## src/rtl/tfb_pkg.sv

```systemverilog
`default_nettype none
// ----------------------------------------------------------------------------
// tfb_pkg
// Shared types and constants of the temporal frame blend unit: half-sine
// frame weights in Q1.15, accumulator widths and the reciprocal of the
// weight total used for the final divide.
// ----------------------------------------------------------------------------
package tfb_pkg;

    localparam int CHAN_W          = 8;
    localparam int NUM_CH          = 3;
    localparam int CFG_W           = 19;
    localparam int POS_W           = 18;
    localparam int SUM_W           = 27;
    localparam int WEIGHT_W        = 16;
    localparam int TOTAL_W         = 19;
    localparam int FRAMES_PER_GROUP = 16;
    localparam int GROUP_W         = 4;

    localparam int CH_RED   = 0;
    localparam int CH_GREEN = 1;
    localparam int CH_BLUE  = 2;

    localparam logic [CFG_W-1:0]   FRAME_PIXELS_RESET = 19'd262144;
    localparam logic [CHAN_W-1:0]  ALPHA_OPAQUE       = 8'hFF;
    localparam logic [GROUP_W-1:0] FIRST_FRAME        = GROUP_W'(0);
    localparam logic [GROUP_W-1:0] LAST_FRAME         = GROUP_W'(FRAMES_PER_GROUP - 1);

    // round(2^15 * sin(pi*k/15)), end weights zero
    localparam logic [WEIGHT_W-1:0] WEIGHTS [FRAMES_PER_GROUP] = '{
        16'd0,     16'd6813,  16'd13328, 16'd19261,
        16'd24351, 16'd28378, 16'd31164, 16'd32588,
        16'd32588, 16'd31164, 16'd28378, 16'd24351,
        16'd19261, 16'd13328, 16'd6813,  16'd0
    };

    localparam logic [TOTAL_W-1:0] WEIGHT_TOTAL = 19'd311766;

    // floor(2^45 / total): quotient estimate is low by at most one
    localparam int          RECIP_SHIFT = 45;
    localparam int          RECIP_W     = 27;
    localparam logic [63:0] RECIP_FULL  = (64'd1 << RECIP_SHIFT) / 64'(WEIGHT_TOTAL);
    localparam logic [RECIP_W-1:0] RECIP = RECIP_W'(RECIP_FULL);
    localparam int          QUOT_W      = SUM_W + RECIP_W - RECIP_SHIFT;

    typedef logic [NUM_CH-1:0][SUM_W-1:0]  sum_vec_t;
    typedef logic [NUM_CH-1:0][CHAN_W-1:0] chan_vec_t;

    typedef struct packed {
        sum_vec_t         sum;
        logic [POS_W-1:0] pos;
        logic             frame_end;
    } blend_req_t;

endpackage
`default_nettype wire

```

## src/rtl/tfb_divide.sv

```systemverilog
`default_nettype none
// ----------------------------------------------------------------------------
// tfb_divide
// Divides the three accumulated sums by the weight total: the request is
// registered, a reciprocal multiply gives a quotient at most one low, then
// one compare corrects it. Ends in the output register.
// ----------------------------------------------------------------------------
module tfb_divide (
    input  wire logic                        clk,
    input  wire logic                        rst_n,
    input  wire logic                        req_valid,
    output logic                             req_ready,
    input  wire tfb_pkg::blend_req_t         req,
    output logic                             out_valid,
    input  wire logic                        out_ready,
    output logic [tfb_pkg::CHAN_W-1:0]       red_out,
    output logic [tfb_pkg::CHAN_W-1:0]       green_out,
    output logic [tfb_pkg::CHAN_W-1:0]       blue_out,
    output logic [tfb_pkg::CHAN_W-1:0]       alpha_out,
    output logic [tfb_pkg::POS_W-1:0]        pixel_position,
    output logic                             frame_end
);
    import tfb_pkg::*;

    localparam int RP_W = SUM_W + RECIP_W;
    localparam int BP_W = QUOT_W + TOTAL_W;

    logic [NUM_CH-1:0][RP_W-1:0]   recip_prod;
    logic [NUM_CH-1:0][QUOT_W-1:0] quot_next;
    logic [NUM_CH-1:0][BP_W-1:0]   back_prod;
    logic [NUM_CH-1:0][SUM_W-1:0]  rem;
    logic [NUM_CH-1:0][QUOT_W-1:0] quot_fix;
    chan_vec_t                     chan_next;

    logic                          hold_valid_reg;
    blend_req_t                    hold_req_reg;

    logic                          s2_valid_reg;
    logic [NUM_CH-1:0][QUOT_W-1:0] s2_quot_reg;
    sum_vec_t                      s2_sum_reg;
    logic [POS_W-1:0]              s2_pos_reg;
    logic                          s2_end_reg;

    logic                          out_valid_reg;
    chan_vec_t                     chan_out_reg;
    logic [POS_W-1:0]              pos_out_reg;
    logic                          end_out_reg;

    logic                          s2_go;
    logic                          s2_load;
    logic                          req_load;

    assign s2_go     = s2_valid_reg && (!out_valid_reg || out_ready);
    assign s2_load   = hold_valid_reg && (!s2_valid_reg || s2_go);
    assign req_ready = !hold_valid_reg || s2_load;
    assign req_load  = req_valid && req_ready;

    always_comb
    begin
        for (int c = 0; c < NUM_CH; c++)
        begin
            recip_prod[c] = RP_W'(hold_req_reg.sum[c]) * RP_W'(RECIP);
            quot_next[c]  = recip_prod[c][RP_W-1:RECIP_SHIFT];
            back_prod[c]  = BP_W'(s2_quot_reg[c]) * BP_W'(WEIGHT_TOTAL);
            rem[c]        = s2_sum_reg[c] - SUM_W'(back_prod[c]);
            quot_fix[c]   = s2_quot_reg[c] + QUOT_W'(rem[c] >= SUM_W'(WEIGHT_TOTAL));
            chan_next[c]  = quot_fix[c][CHAN_W-1:0];
        end
    end

    always_ff @(posedge clk or negedge rst_n)
    begin
        if (!rst_n)
        begin
            hold_valid_reg <= 1'b0;
            s2_valid_reg   <= 1'b0;
            out_valid_reg  <= 1'b0;
        end
        else
        begin
            if (req_load)
            begin
                hold_valid_reg <= 1'b1;
            end
            else if (s2_load)
            begin
                hold_valid_reg <= 1'b0;
            end
            if (s2_load)
            begin
                s2_valid_reg <= 1'b1;
            end
            else if (s2_go)
            begin
                s2_valid_reg <= 1'b0;
            end
            if (s2_go)
            begin
                out_valid_reg <= 1'b1;
            end
            else if (out_ready)
            begin
                out_valid_reg <= 1'b0;
            end
        end
    end

    always_ff @(posedge clk)
    begin
        if (req_load)
        begin
            hold_req_reg <= req;
        end
        if (s2_load)
        begin
            s2_quot_reg <= quot_next;
            s2_sum_reg  <= hold_req_reg.sum;
            s2_pos_reg  <= hold_req_reg.pos;
            s2_end_reg  <= hold_req_reg.frame_end;
        end
        if (s2_go)
        begin
            chan_out_reg <= chan_next;
            pos_out_reg  <= s2_pos_reg;
            end_out_reg  <= s2_end_reg;
        end
    end

    assign out_valid      = out_valid_reg;
    assign red_out        = chan_out_reg[CH_RED];
    assign green_out      = chan_out_reg[CH_GREEN];
    assign blue_out       = chan_out_reg[CH_BLUE];
    assign alpha_out      = ALPHA_OPAQUE;
    assign pixel_position = pos_out_reg;
    assign frame_end      = end_out_reg;

endmodule
`default_nettype wire

```

## config.mk

```make
export PLATFORM = sky130hd
export DESIGN_NAME = tfb_divide
export DESIGN_NICKNAME = d
export VERILOG_FILES = /design/src/rtl/tfb_pkg.sv /design/src/rtl/tfb_divide.sv
export SDC_FILE = /design/constraint.sdc
export NUM_CORES = 2
export LEC_CHECK = 0
export CAP_MARGIN = 10
export CORE_ASPECT_RATIO = 0.9
export CORE_MARGIN = 2
export CORE_UTILIZATION = 45
export CTS_CLUSTER_SIZE = 16
export DETAILED_ROUTE_END_ITERATION = 10
export DONT_BUFFER_PORTS = 1
export GPL_TIMING_DRIVEN = 0
export HOLD_SLACK_MARGIN = 0.08
export PLACE_DENSITY = 0.61
export SLEW_MARGIN = 20
export SYNTH_ARGS = -nofsm -noshare
export SYNTH_HDL_FRONTEND = slang
export SYNTH_SLANG_ARGS = --single-unit
```

## constraint.sdc

```tcl
create_clock -name clk -period 20.6 [get_ports clk]
set_input_delay 6.18 -clock clk [delete_from_list [all_inputs] [get_ports clk]]
set_output_delay 6.18 -clock clk [all_outputs]
set_load 0.1 [all_outputs]
```

* Word level (Yosys, flattened, before mapping)
Index checks and enable logic that the tools add are counted. W data, S select, Z words.
Storage, ports and cells: RAM bits 0, memories kept 0, bits in latches 0, output and inout port bits 53, input bits 104, ROM bits 0, register bits after elaboration 273
Operators by class: shifts and indexed selects 0, multiply operators 6, $lt $le $gt $ge 3, equal/unequal tests 0, $add $sub $neg 6, bitwise gates (word level) 0, muxes and demuxes 6, reduce and logical (&&, ||, !) cells 12, divide/modulo/power cells 0
Operator list (number):
- $mul A27 B24 Y51 const B | 3
- $ge A27 B19 Y1 const B | 3
- $sub A27 B27 Y27 | 3
- $mul A9 B18 Y26 const B | 3
- $add A8 B1 Y8 | 3
- $mux W1 | 6
- $reduce_bool A2 Y1 | 3
- $logic_and A1 B1 Y1 | 3
- $logic_not A1 Y1 | 3
- $logic_or A1 B1 Y1 | 3

* Longest topological paths before layout
word-level depth 8, depth in mapped cells 34, gate-level depth less buffers 34

* Least setup slack after synthesis
Ideal clock, no wire load.
path kind input -> output, start point in out_ready, end point out req_ready, setup slack 7.336 ns, path buffers 0, arrival 7.084 ns, stages on the path 2, cell sequence nor2b_1 > nand3_1
Between the ends: longest elaborated chain between the ends 5
Ends and longest elaborated chain:
- start, declared | RTL line tfb_divide.sv:15 | input wire logic out_ready,
- $logic_or A1 B1 Y1 | RTL line tfb_divide.sv:53 | assign s2_go = s2_valid_reg && (!out_valid_reg || out_ready);
- $logic_and A1 B1 Y1 | RTL line tfb_divide.sv:53
- $logic_or A1 B1 Y1 | RTL line tfb_divide.sv:54 | assign s2_load = hold_valid_reg && (!s2_valid_reg || s2_go);
- $logic_and A1 B1 Y1 | RTL line tfb_divide.sv:54
- $logic_or A1 B1 Y1 | RTL line tfb_divide.sv:55 | assign req_ready = !hold_valid_reg || s2_load;
- end, declared | RTL line tfb_divide.sv:12 | output logic req_ready,
Every way passes these cells.

* Final worst setup path
Ends and elaborated chain as after synthesis.

==> summary.md <==
| Metric | Value |
|---|---|
| Fin cells | 5806 |
| Critical Path End Type | primary output |
| Fmax | 74.9 MHz |
| R2R Path Start | s2_quot_reg[18]$_DFFE_PP_ |
| Clock buffer count from CTS | 36 |
| Setup violators final | 0 |
| Synth Flop Type | edfxtp_1 |
| Worst Path Required | 14.42 ns |
| Top cell type's share of synthesized area | 29.4% |
| Max reg flops | 100 |
| RSZ-0062 raised after global routing | no |
| Die Area | 105000 sq um |
| Root Driver | clkbuf_16 |
| Most common cell in the netlist | inv_1 |
| Overflow after GRT | 0 |
| Critical hold path startpoint | hold_req_reg[9]$_DFFE_PP_ |
| Routed vias | 29600 |
| Largest net degree at the start of global routing | 53 |
| Slew headroom | 26.2% |
| Levels on crit path | 2 |
| Avg Cell Area, Syn | 10.5 sq um |
| Final Hold Fails | 0 |
| Cts repair resizes | 0 |
| FF-to-FF path depth | 31 |
| Dpl cells | 5740 |
| Ports | 157 |
| Number of synthesized flops with an enable pin | 267 |
| Post-route ant nets | 0 |
| CTS tree | done |
| WP data arrival | 7.17 ns |
| Crit path max-delay family | simple AND/OR/NAND/NOR gates |
| Layout Skew | 0.0395 ns |
| Worst hold path class | reg -> reg |
| Max cap viols | 0 |
| Synth unique cells | 91 |
| Core ar. | 102000 sq um |
| Crit path launch | out_ready |
| Layout area overhead | 6.54% |
| N_diodes | 0 |
| Status | finished clean |
| Area leader, netlist | ha_1 |
| Tot GR Track Use | 20.9% |
| DP HPWL | 90200 microns |
| Placement row count | 111 |
| CP max-delay cell | nand3_1 |
| Final Slew Violations | 0 |
| Setup bufs post-CTS | 0 |
| Critical Path Start Type | primary input |
| Yosys reg bits | 270 |
| Hold path depth | 0 |
| Utilization after layout | 48.2% |
| First-pass GRT wire length | 171000 microns |
| CTS Sinks | 270 |
| GP Congestion | 0.912 |
| Post-route setup TNS | 0 ns |
| Filler cell count | 9363 |
| Skew-Pair Late Insertion Delay | 0.61 ns |
| Flop2flop setup slack | 12.53 ns |
| Sequential area share after synthesis | 17.6% |
| Nets | 6209 |
| Cell Area, Synth | 45900 sq um |
| Htree depth | 2 |
| Clock transition at path regs | 0.06 ns |
| Final period util | 64.8% |
| Dominant cells by area after synthesis | ha_1 (29%), fa_1 (26%), edfxtp_1 (17%) |
| Die H | 307 microns |
| Drt first pass iters | 5 |
| DRC | 0 |
| DR vias/cell | 5.10 |
| Vias in the first global route | 31300 |
| CP Buf/Inv Count | 0 |
| Starting Density | 45.2% |
| Detailed Route WL | 105000 microns |
| Critical-path cell list | nor2b_1 > nand3_1 |
| PortBufs | 0 |
| Commonest cells in the netlist | inv_1 (1208), ha_1 (1077), fa_1 (606) |
| Clk buf depth | 3 |
| Proportion of layout cells with a drive suffix above 1 | 2.29% |
| Worst-Margin Slew | 1.10 ns |
| Starting DRT DRC Count | 1396 |
| CTS Hold Bufs | 0 |
| Post-route cell area | 48900 sq um |
| Kind of critical path | in -> out |
| Area after DPL | 47700 sq um |
| Async set or reset register ratio after synthesis | 1.11% |
| Yosys Warn Count | 0 |
| Initial antenna violation count | 0 |
| Worst-path fanout max | 3 |
| Routed length per instance | 18.0 microns |
| Final Critical Period | 13.35 ns |
| Cell count after synthesis | 4373 |
| Slowest cell delay on critical path | 0.83 ns |
| Die W | 341 microns |
stage by stage:
step           setup slack [ns]  hold slack, ns
3_3_place_gp               7.26           0.402
6_report                   7.25           0.417
2_1_floorplan              7.34           0.400
3_5_place_dp               7.26           0.405
5_1_grt                    7.20           0.421
4_1_cts                    7.25           0.418
area by class of cell:
type | count | area, sq um | share of cell area, %
buffer | 16 | 97.6 | 0.200
clock buffer | 42 | 966 | 1.98
clock inverter | 24 | 204 | 0.417
inverter | 1211 | 4550 | 9.31
multi-input combinational | 2883 | 33200 | 67.9
sequential | 270 | 8090 | 16.5
tap | 1356 | 1700 | 3.47
timing repair buffer | 4 | 103 | 0.210
layer usage:
layer | routed length, microns | GRT usage, % | vias up
met1 | 50100 | 30.0 | 14500
li1 | - | - | 14500
met4 | 2270 | 4.79 | 0
met3 | 4740 | 2.71 | 114
met5 | 0 | 0 | -
met2 | 47600 | 33.8 | 544
layout by cell type (no fill, tap or decap), types with 23 or more instances in the layout:
cell and count:
o21ai_0 75, a21oi_1 150, o21a_1 31, a31oi_1 23
nand2b_1 35, edfxtp_1 267, o21ai_1 23, nand4_1 29
xor2_1 67, xnor2_1 96, nor2b_1 30, nor3_1 42
ha_1 1077, nand2_1 87, a21o_1 106, nand3_1 42
fa_1 606, nor2_1 114, clkbuf_16 38, inv_1 1208
worst paths after layout:
path	end
max	req_ready
min	s2_pos_reg[8]$_DFFE_PP_
min reg2reg	s2_pos_reg[8]$_DFFE_PP_
min in group asynchronous	out_valid$_DFFE_PN0P_
max reg2reg	blue_out[6]$_DFFE_PP_
max in group asynchronous	hold_valid_reg$_DFFE_PN0P_
cells by family after synthesis:
group	count (synthesis)	synth area share, %
AOI/OAI and AO/OA	564	8.16
xor gates and xnor gates	163	3.11
muxes	8	0.174
and+or+nand+nor	457	5.00
adders and majority gates	1683	55.8
other	1	0.00817
DFF	270	17.6
buffers and inverters	1227	10.1
Power is left out: the tool's default activity adds up to more than one toggle a clock period on the data nets, which glitch-free logic cannot reach.
